`src/hdl/cbsu_pkg.sv`:
```
// Shared types, codes and helpers for the CB-prefix bit and shift unit.
package cbsu_pkg;

  localparam int QUEUE_DEPTH = 2;

  localparam logic [2:0] REG_H   = 3'd4;
  localparam logic [2:0] REG_L   = 3'd5;
  localparam logic [2:0] REG_MEM = 3'd6;

  localparam int FLAG_Z = 3;
  localparam int FLAG_N = 2;
  localparam int FLAG_H = 1;
  localparam int FLAG_C = 0;

  localparam logic [4:0] CYC_LOAD    = 5'd0;
  localparam logic [4:0] CYC_REG     = 5'd8;
  localparam logic [4:0] CYC_BIT_MEM = 5'd12;
  localparam logic [4:0] CYC_MEM     = 5'd16;

  typedef enum logic [1:0] {
    GRP_SHIFT = 2'd0,
    GRP_BIT   = 2'd1,
    GRP_RES   = 2'd2,
    GRP_SET   = 2'd3
  } group_t;

  typedef enum logic [2:0] {
    SH_RLC  = 3'd0,
    SH_RRC  = 3'd1,
    SH_RL   = 3'd2,
    SH_RR   = 3'd3,
    SH_SLA  = 3'd4,
    SH_SRA  = 3'd5,
    SH_SWAP = 3'd6,
    SH_SRL  = 3'd7
  } shift_t;

  typedef enum logic {
    OP_EXEC = 1'b0,
    OP_LOAD = 1'b1
  } op_t;

  typedef struct packed {
    logic       op;
    logic [7:0] opcode;
    logic [2:0] reg_index;
    logic [7:0] reg_value;
    logic [7:0] mem_data;
  } request_t;

  // classified beat handed from front to back
  typedef struct packed {
    logic       is_load;
    logic [2:0] load_idx;
    logic [7:0] load_val;
    group_t     group;
    logic [2:0] bitn;
    logic [2:0] sel;
    logic       is_mem;
    logic [7:0] mem_data;
  } decoded_t;

  typedef struct packed {
    logic [7:0]  result_value;
    logic [3:0]  flags;
    logic        mem_write;
    logic [15:0] mem_address;
    logic [4:0]  cycles;
  } result_t;

  // returns {carry_out, result}
  function automatic logic [8:0] shift_op(input logic [2:0] kind, input logic [7:0] v,
                                          input logic cin);
    logic [8:0] r;
    case (shift_t'(kind))
      SH_RLC:  r = {v[7], v[6:0], v[7]};
      SH_RRC:  r = {v[0], v[0], v[7:1]};
      SH_RL:   r = {v[7], v[6:0], cin};
      SH_RR:   r = {v[0], cin, v[7:1]};
      SH_SLA:  r = {v[7], v[6:0], 1'b0};
      SH_SRA:  r = {v[0], v[7], v[7:1]};
      SH_SWAP: r = {1'b0, v[3:0], v[7:4]};
      SH_SRL:  r = {v[0], 1'b0, v[7:1]};
      default: r = {1'b0, v};
    endcase
    return r;
  endfunction

endpackage

```
`src/hdl/cb_prefix_bit_shift_unit.sv`:
```
// Top level of the CB-prefix bit and shift unit.
// Takes one request beat per cycle while full is low and returns one result beat per request,
// in order. A request enters the front queue at the accepting edge, is executed by the back
// end once it heads that queue and the result queue has room (one register-file read and
// write per cycle, so dependent requests follow each other with no bubble) and is shown on
// the result ports from the edge that ends its execution cycle. full rises only when both
// the front queue and the result queue (QUEUE_DEPTH beats each) are filled by a stalled
// result side.
module cb_prefix_bit_shift_unit #(
  parameter int QUEUE_DEPTH = cbsu_pkg::QUEUE_DEPTH
) (
  input  logic               clk,
  input  logic               rst,
  input  logic               push,
  input  cbsu_pkg::request_t request,
  output logic               full,
  output logic               empty,
  input  logic               pop,
  output cbsu_pkg::result_t  result
);

  cbsu_pkg::decoded_t decoded;
  cbsu_pkg::result_t  exec_data;
  logic               none;
  logic               take;
  logic               out_full;
  logic               out_push;

  cbsu_front #(
    .DEPTH (QUEUE_DEPTH)
  ) u_front (
    .clk     (clk),
    .rst     (rst),
    .push    (push),
    .request (request),
    .full    (full),
    .take    (take),
    .decoded (decoded),
    .none    (none)
  );

  cbsu_back u_back (
    .clk      (clk),
    .rst      (rst),
    .decoded  (decoded),
    .none     (none),
    .take     (take),
    .out_full (out_full),
    .out_push (out_push),
    .out_data (exec_data)
  );

  cbsu_fifo #(
    .item_t (cbsu_pkg::result_t),
    .DEPTH  (QUEUE_DEPTH)
  ) u_result_queue (
    .clk     (clk),
    .rst     (rst),
    .push    (out_push),
    .wr_data (exec_data),
    .full    (out_full),
    .pop     (pop),
    .rd_data (result),
    .empty   (empty)
  );

endmodule

```
`src/hdl/cbsu_fifo.sv`:
```
// Small register queue used between front and back and at the result side.
module cbsu_fifo #(
  parameter type item_t = logic,
  parameter int  DEPTH  = cbsu_pkg::QUEUE_DEPTH
) (
  input  logic  clk,
  input  logic  rst,
  input  logic  push,
  input  item_t wr_data,
  output logic  full,
  input  logic  pop,
  output item_t rd_data,
  output logic  empty
);

  localparam int PTR_W = (DEPTH > 1) ? $clog2(DEPTH) : 1;
  localparam int CNT_W = $clog2(DEPTH + 1);

  item_t             mem [DEPTH];
  logic [PTR_W-1:0]  wr_ptr;
  logic [PTR_W-1:0]  rd_ptr;
  logic [CNT_W-1:0]  count;
  logic              do_push;
  logic              do_pop;

  assign full    = (count == CNT_W'(DEPTH));
  assign empty   = (count == '0);
  assign do_push = push && !full;
  assign do_pop  = pop && !empty;
  assign rd_data = mem[rd_ptr];

  always_ff @(posedge clk) begin
    if (do_push) begin
      mem[wr_ptr] <= wr_data;
    end
  end

  always_ff @(posedge clk) begin
    if (rst) begin
      wr_ptr <= '0;
      rd_ptr <= '0;
      count  <= '0;
    end else begin
      if (do_push) begin
        wr_ptr <= (wr_ptr == PTR_W'(DEPTH - 1)) ? '0 : wr_ptr + 1'b1;
      end
      if (do_pop) begin
        rd_ptr <= (rd_ptr == PTR_W'(DEPTH - 1)) ? '0 : rd_ptr + 1'b1;
      end
      if (do_push && !do_pop) begin
        count <= count + 1'b1;
      end else if (do_pop && !do_push) begin
        count <= count - 1'b1;
      end
    end
  end

endmodule

```
`src/hdl/cbsu_front.sv`:
```
// Front end: takes request beats, classifies them and queues them for the back end.
module cbsu_front #(
  parameter int DEPTH = cbsu_pkg::QUEUE_DEPTH
) (
  input  logic                clk,
  input  logic                rst,
  input  logic                push,
  input  cbsu_pkg::request_t  request,
  output logic                full,
  input  logic                take,
  output cbsu_pkg::decoded_t  decoded,
  output logic                none
);

  cbsu_pkg::decoded_t dec;

  always_comb begin
    dec.is_load  = (cbsu_pkg::op_t'(request.op) == cbsu_pkg::OP_LOAD);
    dec.load_idx = request.reg_index;
    dec.load_val = request.reg_value;
    dec.group    = cbsu_pkg::group_t'(request.opcode[7:6]);
    dec.bitn     = request.opcode[5:3];
    dec.sel      = request.opcode[2:0];
    dec.is_mem   = (request.opcode[2:0] == cbsu_pkg::REG_MEM);
    dec.mem_data = request.mem_data;
  end

  cbsu_fifo #(
    .item_t (cbsu_pkg::decoded_t),
    .DEPTH  (DEPTH)
  ) u_queue (
    .clk     (clk),
    .rst     (rst),
    .push    (push),
    .wr_data (dec),
    .full    (full),
    .pop     (take),
    .rd_data (decoded),
    .empty   (none)
  );

endmodule

```
`src/hdl/cbsu_back.sv`:
```
// Back end: register file, flags and the bit/shift datapath, one beat per cycle while the result queue has room.
module cbsu_back (
  input  logic               clk,
  input  logic               rst,
  input  cbsu_pkg::decoded_t decoded,
  input  logic               none,
  output logic               take,
  input  logic               out_full,
  output logic               out_push,
  output cbsu_pkg::result_t  out_data
);

  logic [7:0] regs [8];
  logic [3:0] flag_bits;

  logic [7:0] operand;
  logic [7:0] value;
  logic [3:0] fl;
  logic [4:0] cyc;
  logic [8:0] sh;
  logic       wr_en;
  logic [2:0] wr_idx;
  logic [7:0] wr_val;
  logic       mem_wr;
  logic [7:0] h_now;
  logic [7:0] l_now;

  assign take     = !none && !out_full;
  assign out_push = take;

  always_comb begin
    operand = decoded.is_mem ? decoded.mem_data : regs[decoded.sel];
    value   = operand;
    fl      = flag_bits;
    cyc     = decoded.is_mem ? cbsu_pkg::CYC_MEM : cbsu_pkg::CYC_REG;
    sh      = cbsu_pkg::shift_op(decoded.bitn, operand, flag_bits[cbsu_pkg::FLAG_C]);
    wr_en   = 1'b0;
    wr_idx  = decoded.sel;
    wr_val  = value;
    mem_wr  = 1'b0;
    if (decoded.is_load) begin
      cyc = cbsu_pkg::CYC_LOAD;
      if (decoded.load_idx == cbsu_pkg::REG_MEM) begin
        // flags take the upper nibble
        fl    = decoded.load_val[7:4];
        value = {decoded.load_val[7:4], 4'h0};
      end else begin
        value  = decoded.load_val;
        wr_en  = 1'b1;
        wr_idx = decoded.load_idx;
      end
    end else begin
      case (decoded.group)
        cbsu_pkg::GRP_SHIFT: begin
          value = sh[7:0];
          fl    = 4'h0;
          fl[cbsu_pkg::FLAG_C] = sh[8];
          fl[cbsu_pkg::FLAG_Z] = (sh[7:0] == 8'h00);
        end
        cbsu_pkg::GRP_BIT: begin
          fl[cbsu_pkg::FLAG_Z] = !operand[decoded.bitn];
          fl[cbsu_pkg::FLAG_N] = 1'b0;
          fl[cbsu_pkg::FLAG_H] = 1'b1;
          if (decoded.is_mem) begin
            cyc = cbsu_pkg::CYC_BIT_MEM;
          end
        end
        cbsu_pkg::GRP_RES: value = operand & ~(8'h01 << decoded.bitn);
        cbsu_pkg::GRP_SET: value = operand | (8'h01 << decoded.bitn);
        default: value = operand;
      endcase
      if (decoded.group != cbsu_pkg::GRP_BIT) begin
        mem_wr = decoded.is_mem;
        wr_en  = !decoded.is_mem;
      end
    end
    wr_val = value;
    h_now  = (wr_en && wr_idx == cbsu_pkg::REG_H) ? wr_val : regs[cbsu_pkg::REG_H];
    l_now  = (wr_en && wr_idx == cbsu_pkg::REG_L) ? wr_val : regs[cbsu_pkg::REG_L];

    out_data.result_value = value;
    out_data.flags        = fl;
    out_data.mem_write    = mem_wr;
    out_data.mem_address  = {h_now, l_now};
    out_data.cycles       = cyc;
  end

  always_ff @(posedge clk) begin
    if (rst) begin
      for (int i = 0; i < 8; i++) begin
        regs[i] <= 8'h00;
      end
      flag_bits <= 4'h0;
    end else if (take) begin
      flag_bits <= fl;
      if (wr_en) begin
        regs[wr_idx] <= wr_val;
      end
    end
  end

endmodule

```
`config.mk`:
```
export PLATFORM = sky130hd
export DESIGN_NAME = cb_prefix_bit_shift_unit
export DESIGN_NICKNAME = d
export VERILOG_FILES = /design/src/hdl/cbsu_pkg.sv /design/src/hdl/cb_prefix_bit_shift_unit.sv /design/src/hdl/cbsu_fifo.sv /design/src/hdl/cbsu_front.sv /design/src/hdl/cbsu_back.sv
export SDC_FILE = /design/constraint.sdc
export NUM_CORES = 1
export LEC_CHECK = 0
export ABC_AREA = 1
export BUFFER_PORTS_ARGS = -buffer_cell sky130_fd_sc_hd__buf_2
export CAP_MARGIN = 20
export CORE_MARGIN = 1.5
export CORE_UTILIZATION = 50
export CTS_BUF_LIST = sky130_fd_sc_hd__clkbuf_4
export CTS_CLUSTER_SIZE = 10
export DETAILED_ROUTE_END_ITERATION = 12
export PLACE_DENSITY = 0.71
export SYNTH_ARGS = -nofsm -noshare
export SYNTH_HDL_FRONTEND = slang
export SYNTH_SLANG_ARGS = --single-unit
```
`constraint.sdc`:
```
create_clock -name clk -period 2.4 [get_ports clk]
set_clock_uncertainty 0.05 [all_clocks]
set_input_delay 0.24 -clock clk [delete_from_list [all_inputs] [get_ports clk]]
set_output_delay 0.24 -clock clk [all_outputs]
set_load 0.03 [all_outputs]
```
==> results.md <==
* Status: complete, but fails checks
* Failing checks: negative setup slack
* RSZ-0062 raised after global routing: true
* Vias at 7640
* Num CTS Buffers at 17
* Layout net count at about 1200
* Critical-path cell list: inv_6 > buf_6 > or2_0 > o21ai_2 > inv_2 > nor3_4 > inv_2 > nand2_4 > buf_6 > a21oi_4 > buf_6 > nor2_4 > buf_6 > nand2_4 > nand2_4 > buf_6
* Initial DRC count at a little over 800
* Least-Margin Pin Slew at roughly 0.6 ns
* DRC at 0
* Inst Count DP at 1266
* Clock H-tree levels at 4
* Total power at about 0.019 W
* CTS root buf: clkbuf_4
* Max FO, Critical Path at 6
* CTS clk-pin slew, worst paths at between 0.15 and 0.2 ns
* Largest net degree at the start of global routing at 31
* # IOs at 68
* EDFF count, synth at 184
* Dpl cell area at between 10000 and 15000 um2
* Tmin final at around 2.6 ns
* Synth top area share at 59.8%
* Multi-input gate area at approximately 3800 um2
* Total track usage at a little over a quarter
* Post-layout util at 71.6%
* Worst min path class: in2reg
* Sequential area share after synthesis at approximately 63%
* CP bufs+invs at 8
* CP delay by family, top: buffers and inverters
* Die Span X at ~140 um
* Core footprint at 18000 um2
* DPL Wire Length at roughly 16000 um
* Max incr delay on CP at 0.46 ns
* First-pass GRT wire length at 38800 um
* PortBufs at 65
* Die Span Y at 139 um
* Mapped Cells at approximately 860
* Via-to-Cell Ratio at between 5 and 6
* Element type at the critical path end: register
* Antenna violations before repair at 1
* #FFs+latches synth at approximately 200
* Antenna viol nets, final at 0
* Fin crit share at 108%
* Initial DRT Pass Iterations at 6
* TritonCTS clock tree: done
* Final Setup Violations at between 150 and 200
* Clock Tree Buf Depth at 2
* CP Launch Type: register
* Fillers at 1225
* Synth area leaders: edfxtp_1, nand2_1, nand3_1
* Slowest cell on crit path: dfxtp_4
* Avg WL per Cell at 18.9 um
* Synth Cell Area at between 9000 and 10000 um2
* Rows at 49
* Die Area at a little under 20000 um2
* Pwr Density at between 1000 and 1500 nW/um2
* Max-slew headroom at between 50 and 60%
* Initial core utilization at 51.3%
* Synth warnings at 0
* Share of cells above drive strength 1 at 44.9%
* Global route overflow at 0
* Register area at 5810 um2
* Max-cap violations at 0
* Setup Crit Path Kind: reg2reg
* Clk_lat worst skew at slightly above 0.6 ns
* Synth Flop Type: edfxtp_1
* Pre-CTS setup slack at -0.384 ns
* Required time worst endpoint at between 2 and 3 ns
* Most used cell, CP: buf_6
* Unique masters post-synth at 46
* Worst setup margin at -0.188 ns
* Finished layout cell area at approximately 13000 um2
* Ys async rst share at 0%
* Leakage at 5.26 nW
* Clock sinks at ~200
* Final wirelength at ~26000 um
* Maximum vdd drop at between 0.001 and 0.0015 V
* Final Instance Count excl. Fillers at between 1000 and 1500
* Post-Syn Area per Cell at ~11 um2
* FMAX at around 0.39 GHz
* Number of global-route vias before repair at around 7300
* Worst Path Arrival at roughly 2.9 ns
* Final hold vios at 0
* Area delta synth->final at 39.7%
* Max Slew Vio Count at 0
* RD Place Congestion at between 0.9 and 1
* Post-synth top area cell: edfxtp_1
-- logic make-up (layout without fill, tap and decap cells) --
kind of cell / after synthesis / after routing / synth area share (%)
flip-flops: 198 / 198 / 62.8
multiplexers: 32 / 32 / 3.89
buffers and inverters: 87 / 363 / 4.46
other: 1 / 3 / 0.0406
adder cells (fa/ha/maj): 2 / 2 / 0.271
AO/OA/AOI/OAI: 97 / 97 / 6.42
AND/OR/NAND/NOR: 445 / 448 / 22.1
-- area by class of cell --
cell class / instances / share of cell area [%]
multi-input combinational: 581 / 29.8
clock inverter: 15 / 1.52
clock buffer: 17 / 0.989
sequential: 198 / 45.0
timing repair buffer: 269 / 18.1
tap: 229 / 2.22
timing repair inverter: 1 / 0.0582
antenna: 1 / 0.0194
inverter: 61 / 2.30
-- cell usage after synthesis (2+ instances only) --
master and count:
buf_4 8, o21ai_0 38, nand3_1 102, nor3_1 2, nand4_1 3, nand3_2 5, nor2_1 117, or2_1 3
edfxtp_1 184, buf_6 6, mux2_2 31, nor2_4 6, nand3b_1 2, buf_2 6, o211ai_1 4, dfxtp_1 14
clkbuf_1 3, ha_1 2, or2_2 4, nand2_2 4, nand2_1 182, buf_1 3, inv_2 21, o22ai_1 2
o21ai_1 8, o21ai_2 10, a21oi_1 24, inv_1 38, o221ai_1 4, nand2_4 10
-- timing repair --
action                                  4_1_cts  5_1_grt
gates cloned                                  4        2
buffers inserted                             23       18
hold buffers                                 30        0
pin swaps                                    41       35
gates resized for setup                     147      116
endpoints found under the setup margin      182      180
hold endpoints to repair                     64        0
-- power breakdown --
group	switching [W]	total [W]	internal [W]	leakage (nW)
clock	0.00120	0.00195	0.000751	0.162
sequential	0.000289	0.00516	0.00487	1.90
combinational	0.00683	0.0115	0.00465	3.19
total	0.00832	0.0186	0.0103	5.26
-- metal layers --
| metal | share of wire, % | track usage [%] |
|---|---|---|
| met1 | 41 | 35.5 |
| met2 | 50 | 42.4 |
| met3 | 6.7 | 5.01 |
| met4 | 2.4 | 8.61 |
| met5 | 0 | 0 |
-- sequential cells by signal, indices dropped and copies added (netlist names), named ones only --
register,cells
u_back.flag_bits,4
u_front.u_queue.count,2
u_result_queue.mem,62
u_back.regs,64
u_front.u_queue.wr_ptr,1
u_front.u_queue.rd_ptr,1
u_result_queue.wr_ptr,1
u_front.u_queue.mem,58
u_result_queue.rd_ptr,1
u_result_queue.count,2
-- final timing paths --
check / from / to / slack [ns] / depth (start not counted)
max: register / u_back.regs[4][5]$_SDFFCE_PN0P_ / -0.19 / 16
min: push / u_front.u_queue.wr_ptr$_SDFFE_PP0P_ / 0.24 / 5
max reg2reg: register / u_back.regs[4][5]$_SDFFCE_PN0P_ / -0.19 / 16
min reg2reg: u_front.u_queue.rd_ptr$_SDFFE_PP0P_ / u_front.u_queue.rd_ptr$_SDFFE_PP0P_ / 0.42 / 1
-- worst reg2reg max path, stage by stage (launching register included) --
cell,delay [ns]
dfxtp_4,0.46
inv_6,0.06
buf_6,0.13
or2_0,0.21
o21ai_2,0.14
inv_2,0.08
nor3_4,0.16
inv_2,0.07
nand2_4,0.08
buf_6,0.11
a21oi_4,0.05
buf_6,0.12
nor2_4,0.21
buf_6,0.16
nand2_4,0.06
nand2_4,0.08
buf_6,0.12
-- per-stage QoR --
stage	setup TNS, ns	hold WS [ns]
finish	-17.85	0.239
detailed placement	-48.42	0.381
global route	-34.34	0.245
CTS	-7.29	0.194
global placement	-39.73	0.378
floorplan	-1.17	0.289
-- placed cells by master (no fill, tap or decap), types with 31 or more instances in the layout --
cell type,instances
buf_2,65
buf_4,122
edfxtp_1,184
mux2_2,31
nand2_1,136
nand2_2,32
nand3_1,55
nand3_2,37
nor2_1,93
o21ai_0,31
(Power assumes the default switching activity.)
